===== src/sv/urs_pkg.sv =====
// ----------------------------------------------------------------------------
// urs_pkg
// Shared constants and a helper function for the ultrasonic ranging
// scheduler: item kinds, report kinds, register indexes and widths.
// ----------------------------------------------------------------------------
`default_nettype none

package urs_pkg;

   // Field widths fixed by the interface.
   localparam int DATA_W      = 16;
   localparam int KIND_W      = 2;
   localparam int BYTE_W      = 8;
   localparam int SENSOR_W    = 2;
   localparam int CSR_INDEX_W = 8;

   // Default number of sensors in the round robin.
   localparam int NUM_SENSORS_DEFAULT = 3;

   // Item kinds carried on the request channel.
   localparam logic [KIND_W-1:0] KIND_TICK = 2'd0;
   localparam logic [KIND_W-1:0] KIND_EDGE = 2'd1;
   localparam logic [KIND_W-1:0] KIND_HOST = 2'd2;

   // Report kinds carried on the response channel.
   localparam logic [1:0] REPORT_NONE  = 2'd0;
   localparam logic [1:0] REPORT_VALUE = 2'd1;
   localparam logic [1:0] REPORT_TERM  = 2'd2;

   // Configuration register indexes.
   localparam logic [CSR_INDEX_W-1:0] CSR_ECHO_DIVISOR  = 8'd0;
   localparam logic [CSR_INDEX_W-1:0] CSR_REPORT_PERIOD = 8'd1;

   // Register reset values.
   localparam logic [DATA_W-1:0] ECHO_DIVISOR_RESET  = 16'd58;
   localparam logic [DATA_W-1:0] REPORT_PERIOD_RESET = 16'd200;

   // Host command codes after the ASCII offset is removed.
   localparam logic [BYTE_W-1:0] ASCII_BASE = 8'd48;
   localparam logic [BYTE_W-1:0] CMD_NONE   = 8'd0;
   localparam logic [BYTE_W-1:0] CMD_SLEEP  = 8'd4;
   localparam logic [BYTE_W-1:0] CMD_WAKE   = 8'd5;

   // Largest byte over the ASCII base gives the number of subtract steps.
   localparam int MOD_STEPS = 255 / 48;

   // Reduce a host byte modulo the ASCII base by conditional subtraction.
   function automatic logic [BYTE_W-1:0] strip_ascii(input logic [BYTE_W-1:0] raw);
      logic [BYTE_W-1:0] value;
      value = raw;
      for (int i = 0; i < MOD_STEPS; i++) begin
         if (value >= ASCII_BASE) begin
            value = value - ASCII_BASE;
         end
      end
      return value;
   endfunction

endpackage

`default_nettype wire


===== src/sv/urs_divider.sv =====
// ----------------------------------------------------------------------------
// urs_divider
// Iterative restoring divider: one quotient bit per cycle through a single
// shared subtract and compare. A zero divisor yields an all-ones quotient.
// ----------------------------------------------------------------------------
`default_nettype none

module urs_divider (
   input  wire logic                        clock,
   input  wire logic                        reset,
   input  wire logic                        start,
   input  wire logic [urs_pkg::DATA_W-1:0]  dividend,
   input  wire logic [urs_pkg::DATA_W-1:0]  divisor,
   output logic                             done,
   output logic      [urs_pkg::DATA_W-1:0]  quotient
);

   localparam int COUNT_W = $clog2(urs_pkg::DATA_W + 1);

   logic                        busy_ff,  busy_in;
   logic                        done_ff,  done_in;
   logic [COUNT_W-1:0]          count_ff, count_in;
   logic [urs_pkg::DATA_W-1:0]  rem_ff,   rem_in;
   logic [urs_pkg::DATA_W-1:0]  quo_ff,   quo_in;
   logic [urs_pkg::DATA_W-1:0]  div_ff,   div_in;
   logic [urs_pkg::DATA_W:0]    trial;
   logic [urs_pkg::DATA_W:0]    diff;

   // Shift the next dividend bit into the partial remainder and try the subtract.
   assign trial = {rem_ff, quo_ff[urs_pkg::DATA_W-1]};
   assign diff  = trial - {1'b0, div_ff};

   always_comb begin
      busy_in  = busy_ff;
      done_in  = 1'b0;
      count_in = count_ff;
      rem_in   = rem_ff;
      quo_in   = quo_ff;
      div_in   = div_ff;
      if (start) begin
         busy_in  = 1'b1;
         count_in = COUNT_W'(urs_pkg::DATA_W);
         rem_in   = '0;
         quo_in   = dividend;
         div_in   = divisor;
      end else if (busy_ff) begin
         if (!diff[urs_pkg::DATA_W]) begin
            rem_in = diff[urs_pkg::DATA_W-1:0];
            quo_in = {quo_ff[urs_pkg::DATA_W-2:0], 1'b1};
         end else begin
            rem_in = trial[urs_pkg::DATA_W-1:0];
            quo_in = {quo_ff[urs_pkg::DATA_W-2:0], 1'b0};
         end
         count_in = count_ff - COUNT_W'(1);
         if (count_ff == COUNT_W'(1)) begin
            busy_in = 1'b0;
            done_in = 1'b1;
         end
      end
   end

   always_ff @(posedge clock) begin
      if (reset) begin
         busy_ff  <= 1'b0;
         done_ff  <= 1'b0;
         count_ff <= '0;
      end else begin
         busy_ff  <= busy_in;
         done_ff  <= done_in;
         count_ff <= count_in;
      end
      rem_ff <= rem_in;
      quo_ff <= quo_in;
      div_ff <= div_in;
   end

   assign done     = done_ff;
   assign quotient = quo_ff;

endmodule

`default_nettype wire


===== src/sv/ultrasonic_ranging_scheduler_core.sv =====
// ----------------------------------------------------------------------------
// ultrasonic_ranging_scheduler_core
// Round-robin trigger and report scheduler for several ultrasonic sensors,
// with echo width to distance conversion and a host sleep and wake control.
// ----------------------------------------------------------------------------
// Ticks, host bytes and rising edges give their registered response in the
// cycle after acceptance; a falling edge answers once the divider is done.
// Throughput: one transaction per cycle when the response side keeps up. The
// block takes a new request only while it is idle, not while it divides.
// Synchronous reset restores the state and configuration registers.
`default_nettype none

module ultrasonic_ranging_scheduler_core #(
   parameter int NUM_SENSORS = urs_pkg::NUM_SENSORS_DEFAULT
) (
   input  wire logic                             clock,
   input  wire logic                             reset,
   // Request channel.
   input  wire logic                             req_valid,
   output logic                                  req_ready,
   input  wire logic [urs_pkg::KIND_W-1:0]       req_cmd,
   input  wire logic [urs_pkg::DATA_W-1:0]       req_capture_time,
   input  wire logic [urs_pkg::BYTE_W-1:0]       req_host_byte,
   // Response channel.
   output logic                                  rsp_valid,
   input  wire logic                             rsp_ready,
   output logic                                  rsp_trigger_fire,
   output logic      [urs_pkg::SENSOR_W-1:0]     rsp_trigger_sensor,
   output logic      [1:0]                       rsp_report_kind,
   output logic      [urs_pkg::DATA_W-1:0]       rsp_report_value,
   output logic                                  rsp_power_cut,
   output logic                                  rsp_asleep,
   // Configuration write channel.
   input  wire logic                             csr_valid,
   output logic                                  csr_ready,
   input  wire logic [urs_pkg::CSR_INDEX_W-1:0]  csr_index,
   input  wire logic [urs_pkg::DATA_W-1:0]       csr_wdata
);

   localparam int DW = urs_pkg::DATA_W;
   localparam int BW = urs_pkg::BYTE_W;
   localparam int SW = urs_pkg::SENSOR_W;

   typedef enum logic [0:0] {
      S_IDLE,
      S_DIVIDE
   } state_type;

   state_type          state_ff, state_in;

   logic [DW-1:0]      echo_divisor_ff,  echo_divisor_in;
   logic [DW-1:0]      report_period_ff, report_period_in;
   logic [BW-1:0]      pending_ff,       pending_in;
   logic               sleeping_ff,      sleeping_in;
   logic [DW-1:0]      tick_ff,          tick_in;
   logic [SW-1:0]      next_sensor_ff,   next_sensor_in;
   logic [SW-1:0]      measured_ff,      measured_in;
   logic               expect_fall_ff,   expect_fall_in;
   logic [DW-1:0]      rise_ff,          rise_in;
   logic [DW-1:0]      dist_ff [NUM_SENSORS];
   logic [DW-1:0]      dist_in [NUM_SENSORS];

   logic               rsp_valid_ff,     rsp_valid_in;
   logic               rsp_fire_ff,      rsp_fire_in;
   logic [SW-1:0]      rsp_sensor_ff,    rsp_sensor_in;
   logic [1:0]         rsp_kind_ff,      rsp_kind_in;
   logic [DW-1:0]      rsp_value_ff,     rsp_value_in;

   logic               req_accept;
   logic               div_start;
   logic               div_done;
   logic [DW-1:0]      div_quotient;
   logic [DW-1:0]      echo_width;
   logic [BW-1:0]      host_code;
   logic [DW-1:0]      query_value;
   logic [SW:0]        sensor_step;

   // Shared divider that turns an echo width into a distance.
   urs_divider u_divider (
      .clock    (clock),
      .reset    (reset),
      .start    (div_start),
      .dividend (echo_width),
      .divisor  (echo_divisor_ff),
      .done     (div_done),
      .quotient (div_quotient)
   );

   // A request is taken only when idle and the response register is empty or emptying.
   assign req_ready  = (state_ff == S_IDLE) && (!rsp_valid_ff || rsp_ready);
   assign req_accept = req_valid && req_ready;
   assign csr_ready  = 1'b1;

   assign echo_width  = req_capture_time - rise_ff;
   assign host_code   = urs_pkg::strip_ascii(req_host_byte);
   assign sensor_step = {1'b0, next_sensor_ff} + (SW+1)'(1);

   // Stored distance of the queried sensor; queries count sensors from one.
   always_comb begin
      query_value = '0;
      for (int i = 0; i < NUM_SENSORS; i++) begin
         if (pending_ff == BW'(i + 1)) begin
            query_value = dist_ff[i];
         end
      end
   end

   // Sequencer and item processing.
   always_comb begin
      state_in         = state_ff;
      echo_divisor_in  = echo_divisor_ff;
      report_period_in = report_period_ff;
      pending_in       = pending_ff;
      sleeping_in      = sleeping_ff;
      tick_in          = tick_ff;
      next_sensor_in   = next_sensor_ff;
      measured_in      = measured_ff;
      expect_fall_in   = expect_fall_ff;
      rise_in          = rise_ff;
      dist_in          = dist_ff;
      rsp_valid_in     = rsp_valid_ff;
      rsp_fire_in      = rsp_fire_ff;
      rsp_sensor_in    = rsp_sensor_ff;
      rsp_kind_in      = rsp_kind_ff;
      rsp_value_in     = rsp_value_ff;
      div_start        = 1'b0;

      // Configuration writes; indexes beyond the list are dropped.
      if (csr_valid && csr_ready) begin
         case (csr_index)
            urs_pkg::CSR_ECHO_DIVISOR:  echo_divisor_in  = csr_wdata;
            urs_pkg::CSR_REPORT_PERIOD: report_period_in = csr_wdata;
            default: ;
         endcase
      end

      // The response register empties when its transaction completes.
      if (rsp_valid_ff && rsp_ready) begin
         rsp_valid_in = 1'b0;
      end

      case (state_ff)
         S_IDLE: begin
            if (req_accept) begin
               rsp_valid_in  = 1'b1;
               rsp_fire_in   = 1'b0;
               rsp_sensor_in = '0;
               rsp_kind_in   = urs_pkg::REPORT_NONE;
               rsp_value_in  = '0;
               case (req_cmd)
                  urs_pkg::KIND_HOST: begin
                     // A new byte is only taken when no command is pending.
                     if (pending_ff == urs_pkg::CMD_NONE) begin
                        pending_in = host_code;
                        if (host_code == urs_pkg::CMD_SLEEP) begin
                           sleeping_in = 1'b1;
                           pending_in  = urs_pkg::CMD_NONE;
                        end else if (host_code == urs_pkg::CMD_WAKE) begin
                           sleeping_in = 1'b0;
                           pending_in  = urs_pkg::CMD_NONE;
                        end else if (sleeping_ff && host_code < urs_pkg::CMD_SLEEP) begin
                           pending_in = urs_pkg::CMD_NONE;
                        end
                     end
                  end
                  urs_pkg::KIND_TICK: begin
                     if (!sleeping_ff) begin
                        if (tick_ff >= report_period_ff) begin
                           // End of period: trigger the next sensor in turn.
                           tick_in       = '0;
                           rsp_fire_in   = 1'b1;
                           rsp_sensor_in = next_sensor_ff;
                           measured_in   = next_sensor_ff;
                           if (sensor_step >= (SW+1)'(NUM_SENSORS)) begin
                              next_sensor_in = '0;
                           end else begin
                              next_sensor_in = sensor_step[SW-1:0];
                           end
                           // Answer a pending command, then clear it.
                           if (pending_ff != urs_pkg::CMD_NONE) begin
                              if (pending_ff <= BW'(NUM_SENSORS)) begin
                                 rsp_kind_in  = urs_pkg::REPORT_VALUE;
                                 rsp_value_in = query_value;
                              end else begin
                                 rsp_kind_in  = urs_pkg::REPORT_TERM;
                              end
                              pending_in = urs_pkg::CMD_NONE;
                           end
                        end else begin
                           tick_in = tick_ff + DW'(1);
                        end
                     end
                  end
                  urs_pkg::KIND_EDGE: begin
                     if (!sleeping_ff) begin
                        expect_fall_in = !expect_fall_ff;
                        if (!expect_fall_ff) begin
                           rise_in = req_capture_time;
                        end else begin
                           // Falling edge: hold the response until the divide ends.
                           rsp_valid_in = 1'b0;
                           div_start    = 1'b1;
                           state_in     = S_DIVIDE;
                        end
                     end
                  end
                  default: ;
               endcase
            end
         end
         S_DIVIDE: begin
            if (div_done) begin
               for (int i = 0; i < NUM_SENSORS; i++) begin
                  if (measured_ff == SW'(i)) begin
                     dist_in[i] = div_quotient;
                  end
               end
               rsp_valid_in = 1'b1;
               state_in     = S_IDLE;
            end
         end
         default: state_in = S_IDLE;
      endcase
   end

   always_ff @(posedge clock) begin
      if (reset) begin
         state_ff         <= S_IDLE;
         echo_divisor_ff  <= urs_pkg::ECHO_DIVISOR_RESET;
         report_period_ff <= urs_pkg::REPORT_PERIOD_RESET;
         pending_ff       <= urs_pkg::CMD_NONE;
         sleeping_ff      <= 1'b0;
         tick_ff          <= '0;
         next_sensor_ff   <= '0;
         measured_ff      <= '0;
         expect_fall_ff   <= 1'b0;
         rise_ff          <= '0;
         for (int i = 0; i < NUM_SENSORS; i++) begin
            dist_ff[i] <= '0;
         end
         rsp_valid_ff     <= 1'b0;
      end else begin
         state_ff         <= state_in;
         echo_divisor_ff  <= echo_divisor_in;
         report_period_ff <= report_period_in;
         pending_ff       <= pending_in;
         sleeping_ff      <= sleeping_in;
         tick_ff          <= tick_in;
         next_sensor_ff   <= next_sensor_in;
         measured_ff      <= measured_in;
         expect_fall_ff   <= expect_fall_in;
         rise_ff          <= rise_in;
         dist_ff          <= dist_in;
         rsp_valid_ff     <= rsp_valid_in;
      end
      rsp_fire_ff   <= rsp_fire_in;
      rsp_sensor_ff <= rsp_sensor_in;
      rsp_kind_ff   <= rsp_kind_in;
      rsp_value_ff  <= rsp_value_in;
   end

   // Power state always shows the state after the last transaction.
   assign rsp_valid          = rsp_valid_ff;
   assign rsp_trigger_fire   = rsp_fire_ff;
   assign rsp_trigger_sensor = rsp_sensor_ff;
   assign rsp_report_kind    = rsp_kind_ff;
   assign rsp_report_value   = rsp_value_ff;
   assign rsp_power_cut      = sleeping_ff;
   assign rsp_asleep         = sleeping_ff;

endmodule

`default_nettype wire


===== config.mk =====
export PLATFORM = sky130hd
export DESIGN_NAME = ultrasonic_ranging_scheduler_core
export DESIGN_NICKNAME = d
export VERILOG_FILES = /design/src/sv/urs_pkg.sv /design/src/sv/urs_divider.sv /design/src/sv/ultrasonic_ranging_scheduler_core.sv
export SDC_FILE = /design/constraint.sdc
export NUM_CORES = 1
export LEC_CHECK = 0
export BUFFER_PORTS_ARGS = -buffer_cell sky130_fd_sc_hd__buf_2
export CAP_MARGIN = 5
export CORE_MARGIN = 1.5
export CORE_UTILIZATION = 30
export DETAILED_ROUTE_END_ITERATION = 10
export PLACE_DENSITY_LB_ADDON = 0.12
export SYNTH_ARGS = -nofsm -noshare
export SYNTH_HDL_FRONTEND = slang
export SYNTH_SLANG_ARGS = --single-unit
export TNS_END_PERCENT = 5

===== constraint.sdc =====
create_clock -name clock -period 6.1 [get_ports clock]
set_input_delay 0.61 -clock clock [delete_from_list [all_inputs] [get_ports clock]]
set_output_delay 0.61 -clock clock [all_outputs]
set_load 0.05 [all_outputs]

-- After elaboration in Yosys (flattened, before gate mapping)
Index checks and enable logic that the tools add are counted.
- multiplexer cells: 46
- $lt $le $gt $ge: 9
- reductions and logical operators: 33
- divide/modulo/power cells: 0
- equal/unequal tests: 15
- $add $sub $neg: 10
- $mul: 0
- shift-type cells: 0
- bitwise operators: 8
- operators by type and width (cell ; number):
    two-way mux 16 bit ; 7
    two-way mux 8 bit ; 12
    greater-or-equal comparator 8 x 6 -> 1 bit (second input constant) ; 5
    subtractor 8 x 6 -> 8 bit (second input constant) ; 5
    two-way mux 1 bit ; 20
    subtractor 17 x 16 -> 17 bit ; 1
    adder 16 x 1 -> 16 bit (second input constant) ; 1
    == test 8 x 1 -> 1 bit (second input constant) ; 2
    == test 8 x 2 -> 1 bit (second input constant) ; 2
    == test 8 x 3 -> 1 bit (second input constant) ; 2
    greater-or-equal comparator 16 bit ; 1
    logical NOT 8 bit ; 2
    case mux 8 bit (2 select lines) ; 1
    subtractor 16 bit ; 1
    AND reduction 5 bit ; 3
    two-way mux 5 bit ; 2
    AND reduction 3 bit ; 3
    <= comparator 8 x 2 -> 1 bit (second input constant) ; 1
    < comparator 8 x 3 -> 1 bit (second input constant) ; 1
    != test 2 bit (second input constant) ; 4
    NOT 1 bit ; 8
    AND reduction 4 bit ; 2
    nonzero test 8 bit ; 1
    AND reduction 7 bit ; 1
    other kinds (18) ; 33
- output and inout bits: 26
- input port bits: 55
- memories: 0
- bits in latches: 0
- bits in writable memories: 0
- bits in registers: 204
- memory bits (read-only): 0

-- Longest topological paths before layout
- depth in word-level cells: 17
- depth in mapped cells: 28
- mapped depth without buffers: 24

-- Modules after synthesis
A second synthesis with hierarchy kept.
- cell total of the unflattened synthesis: 1238
- area total of the unflattened synthesis: 11044.3 sq um
- modules (own cells, without submodules) (module ; area an instance (sq um) ; seq. area each (sq um) ; times used ; cells an instance):
    ultrasonic_ranging_scheduler_core ; 7977.7 ; 3193.1 ; 1 ; 950
    urs_divider ; 3066.7 ; 1421.4 ; 1 ; 288

-- Least setup slack after synthesis
No wires, ideal clock.
- kind: in2reg
- from: input port req_host_byte[4] in the netlist's numbering
- to: register sleeping_ff (netlist: rsp_asleep)
- required time: 6.021 ns
- arrival: 6.294 ns
- buffers on the path: 4
- stages: 27
- library setup time: 0.079 ns
- setup slack: -0.273 ns
- cell sequence: ha_1 nor3_1 nand2b_1 nand2_1 ha_1 buf_2 buf_2 nor2_1 mux2_2 ha_1 clkbuf_1 nor4_4 mux2_2 ha_1 buf_1 inv_1 o2111a_1 mux2i_1 a21o_1 and2_1 ha_1 nor2b_1 nor2b_1 a32oi_1 nand3_1 o41a_1 a211oi_2
- word-level cells in the longest chain between the ends: 13
- RTL lines (what ; RTL line ; source):
    start: declaration ; ultrasonic_ranging_scheduler_core.sv:23 ; input wire logic [urs_pkg::BYTE_W-1:0] req_host_byte,
    subtractor 8 x 6 -> 8 bit / greater-or-equal comparator 8 x 6 -> 1 bit (equally long branches) ; urs_pkg.sv:53, urs_pkg.sv:52 ;
    two-way mux 8 bit * ; urs_pkg.sv:52 ; if (value >= ASCII_BASE) begin
    subtractor 8 x 6 -> 8 bit / greater-or-equal comparator 8 x 6 -> 1 bit (equally long branches) ; urs_pkg.sv:53, urs_pkg.sv:52 ;
    two-way mux 8 bit * ; urs_pkg.sv:52 ;
    subtractor 8 x 6 -> 8 bit / greater-or-equal comparator 8 x 6 -> 1 bit (equally long branches) ; urs_pkg.sv:53, urs_pkg.sv:52 ;
    two-way mux 8 bit * ; urs_pkg.sv:52 ;
    subtractor 8 x 6 -> 8 bit / greater-or-equal comparator 8 x 6 -> 1 bit (equally long branches) ; urs_pkg.sv:53, urs_pkg.sv:52 ;
    two-way mux 8 bit * ; urs_pkg.sv:52 ;
    subtractor 8 x 6 -> 8 bit / greater-or-equal comparator 8 x 6 -> 1 bit (equally long branches) ; urs_pkg.sv:53, urs_pkg.sv:52 ;
    two-way mux 8 bit * ; urs_pkg.sv:52 ;
    == test 8 x 3 -> 1 bit (on tied branches) ; ultrasonic_ranging_scheduler_core.sv:155, ultrasonic_ranging_scheduler_core.sv:158 ;
    nonzero test 2 bit (no line) ; - ;
    AND reduction 5 bit (no line) ; - ;
    end signal: assignment ; ultrasonic_ranging_scheduler_core.sv:247 ; sleeping_ff <= sleeping_in;
    end: declaration ; ultrasonic_ranging_scheduler_core.sv:54 ; logic sleeping_ff, sleeping_in;
Every way passes the cells marked *; elsewhere a longest branch is shown, timed or not.
A chain may end at the register's enable or synchronous reset.

-- Worst setup path in the final report
Ends and elaborated chain as after synthesis.

==> key figures <==
CTS
  – CTS clk-pin slew, worst paths: 0.06 ns
  – CTS tree: yes
  – Clock Tree Buf Depth: 3
  – # hold bufs at CTS: 0
  – Clock sinks: 204
  – Post-CTS resize count: 0
  – Post-CTS setup buffers: 0
  – Clk root buf: clkbuf_16
  – Cts bufs inserted: 26
  – H-tree levels: 1
  – Clk Latency, worst-skew pair: 0.55 ns

Floorplan
  – Die X: 193.4 um
  – Die H: 193.4 um
  – Core Rows: 69
  – Core ar.: 35660 um^2
  – Number of I/O pins: 81
  – Die ar.: 37420 um^2
  – Starting Density: 30.52%

Final layout
  – Sequential cell area: 4614 um^2
  – Post-route cell area: 12540 um^2
  – Layout Nets: 1430
  – # fillers: 3679
  – Max FFs per register: 48
  – Multi-input logic area: 5707 um^2
  – Layout cells sized above 1: 12.72%
  – Top reg by flops: dist_ff
  – Area Overhead vs Synth: 15.23%
  – N_diodes: 0
  – Layout Utilization: 35.16%

Setup path
  – Req. time, crit path: 6.57 ns
  – WS Path Type: primary input to flip-flop
  – Worst r2r src: u_divider.quotient[15]
  – Crit Path Max Fanout: 16
  – R2R Path End: u_divider.rem_ff[9]
  – CP Capture Type: flip-flop
  – Most frequent CP cell: ha_1
  – Type of origin of the critical path: primary input
  – CP max stage cell: o41a_1
  – Path depth of the worst reg2reg path: 13
  – Flop2flop setup slack: 1.96 ns
  – Worst Path Arrival: 6.04 ns
  – Critical path's largest stage delay: 0.43 ns

Synthesis
  – Post-synth ARST share: 0%
  – Cell area after synthesis: 10880 um^2
  – Count leader, synth: nand2_1
  – Most frequent cells after synthesis: nand2_1, dfxtp_1, a21oi_1, nor2_1, inv_1
  – Number of flops mapped to enable cells by yosys: 53
  – Post-synthesis register bit count: 204
  – Instance count of the mapped netlist: 1250
  – Synth unique cells: 82
  – Post-Syn Nets: 1362
  – Top_reg_cell synth: dfxtp_1
  – Seq/Total Area, Yosys: 42.41%
  – Area share of the largest cell type after synthesis: 27.78%
  – Synth top area cells: dfxtp_1, edfxtp_1, nand2_1
  – Synth area leader: dfxtp_1
  – Synth warn: 0
  – Syn Area/Cell: 8.704 um^2

STA
  – Final Skew: 0.02337 ns
  – Max_slew headroom: 17.80%
  – Measured slew at the worst slew-check pin: 1.228 ns
  – Tmin final: 5.570 ns
  – Final Setup Violations: 0
  – Final hold violations: 0
  – RSZ-0062 raised after global routing: false
  – Period Utilization, post-route: 91.31%
  – Count of final max-slew check failures: 0
  – Fmax: 179.5 MHz

GRT
  – Vias in the first global route: 8177
  – GR Overflow Total: 0
  – First-pass GRT wire length: 43.42 mm
  – All-Layer GR Usage: 14.13%
  – Largest net degree at the start of global routing: 75
  – Antenna violations before repair: 0

Route
  – Average wire per standard cell: 14.74 um
  – DR pass1 iterations: 7
  – Routed vias/inst: 4.760
  – DR DRC count: 6
  – Via count: 8558
  – WL final: 26.50 mm
  – Routed Antenna Nets: 0
  – 1st-iter DRT viols: 428

Placed design
  – Post-DP HPWL: 18.44 mm
  – Post-place instance area: 11750 um^2
  – Port Buffers: 79
  – RD Place Congestion: 0.7602

Min path
  – Worst hold path depth: 2
  – Hold_sp: req_host_byte[0]
  – Worst hold endpoint: rsp_asleep
  – Hold crit path type: primary input to flip-flop

Run status
  – Status: finished, violations left
  – Failing checks: design-rule violations

Run
  – Max-Cap Viols: 0

Pwr
  – Pwr/cell area: 296.5 nW/um^2
  – Leakage: 4.952 nW
  – Max VDD drop: 0.1917 mV
per-stage QoR:
step           setup TNS, ns  hold WS, ns  worst slack [ns]  power [mW]  std cells
2_1_floorplan              0       0.4005           0.04247       2.163       1250
3_3_place_gp               0       0.4073            0.1152       2.337       1751
3_5_place_dp        -0.01790       0.4083          -0.01790       2.343       1751
4_1_cts                    0       0.2568            0.5533       3.778       1798
5_1_grt                    0       0.2716           0.03045       3.937       1798
6_report                   0       0.2862            0.5304       3.717       1798
cells in the final DEF, fill, tap and decap left out, types with 10 or more instances in the layout:
| cell type | synthesis | routed |
|---|---|---|
| a21oi_1 | 123 | 123 |
| and3_1 | 10 | 10 |
| buf_2 | 5 | 78 |
| buf_4 | 3 | 22 |
| clkbuf_16 | 0 | 26 |
| dfxtp_1 | 151 | 151 |
| edfxtp_1 | 53 | 53 |
| ha_1 | 55 | 55 |
| inv_1 | 79 | 79 |
| mux2i_1 | 56 | 56 |
| nand2_1 | 193 | 193 |
| nand2b_1 | 15 | 15 |
| nand3_1 | 27 | 27 |
| nor2_1 | 119 | 118 |
| nor2b_1 | 18 | 18 |
| nor3_1 | 24 | 23 |
| nor4_1 | 11 | 10 |
| o21ai_0 | 44 | 44 |
| xnor2_1 | 23 | 23 |
| xor2_1 | 24 | 24 |
how the worst max path moves through the flow:
stage / start / end / cells past startpoint / slack (ns)
after floorplan: req_host_byte[4] / rsp_asleep / 27 / 0.04
after global placement: req_host_byte[4] / rsp_asleep / 23 / 0.12
after detailed placement: req_host_byte[4] / rsp_asleep / 25 / -0.02
after CTS: req_host_byte[4] / rsp_asleep / 25 / 0.55
after global routing: req_host_byte[4] / rsp_asleep / 25 / 0.03
final: req_host_byte[4] / rsp_asleep / 25 / 0.53
power breakdown:
part           leakage, nW  switching (mW)  internal (mW)  total (mW)
sequential            1.70          0.0433           1.44        1.49
combinational         2.87           0.470          0.356       0.826
clock                0.387           0.584          0.820        1.40
critical path, delay by kind of cell:
kind            cells  cell delay, ns
simple gates       11            2.26
compound gates      5            1.19
fa+ha+maj           4            1.14
buf+inv             3            0.37
mux                 1            0.27
xor+xnor            1            0.18
layer usage:
layer  vias up  GRT usage, %  wire [um]  share of wire (%)
li1       4481             -          -                  -
met1      3917         20.95      14110                 53
met2       129         21.18      10960                 41
met3        31         2.319        989                3.7
met4         0         3.529        449                1.7
met5         -             0          0                  0
area by class of cell:
cell class              count  share of cell area (%)
clock buffers              37                   5.758
inverters                  80                   2.395
flip-flops and latches    204                   36.81
well taps                 461                   4.601
clock inverters            10                  0.4890
multi-input cells         906                   45.52
repair buffers            100                   4.431
cells by family (layout without fill, tap and decap cells):
group	after synthesis	count (layout)	share of synthesized area, %
adders and majority gates	57	57	6.693
DFF	204	204	42.41
AOI/OAI and AO/OA	258	258	15.11
muxes	63	63	5.968
buffers and inverters	140	227	5.267
other	1	1	0.03447
and+or+nand+nor	480	480	20.73
xor gates and xnor gates	47	47	3.783
(Power assumes the default switching activity.)
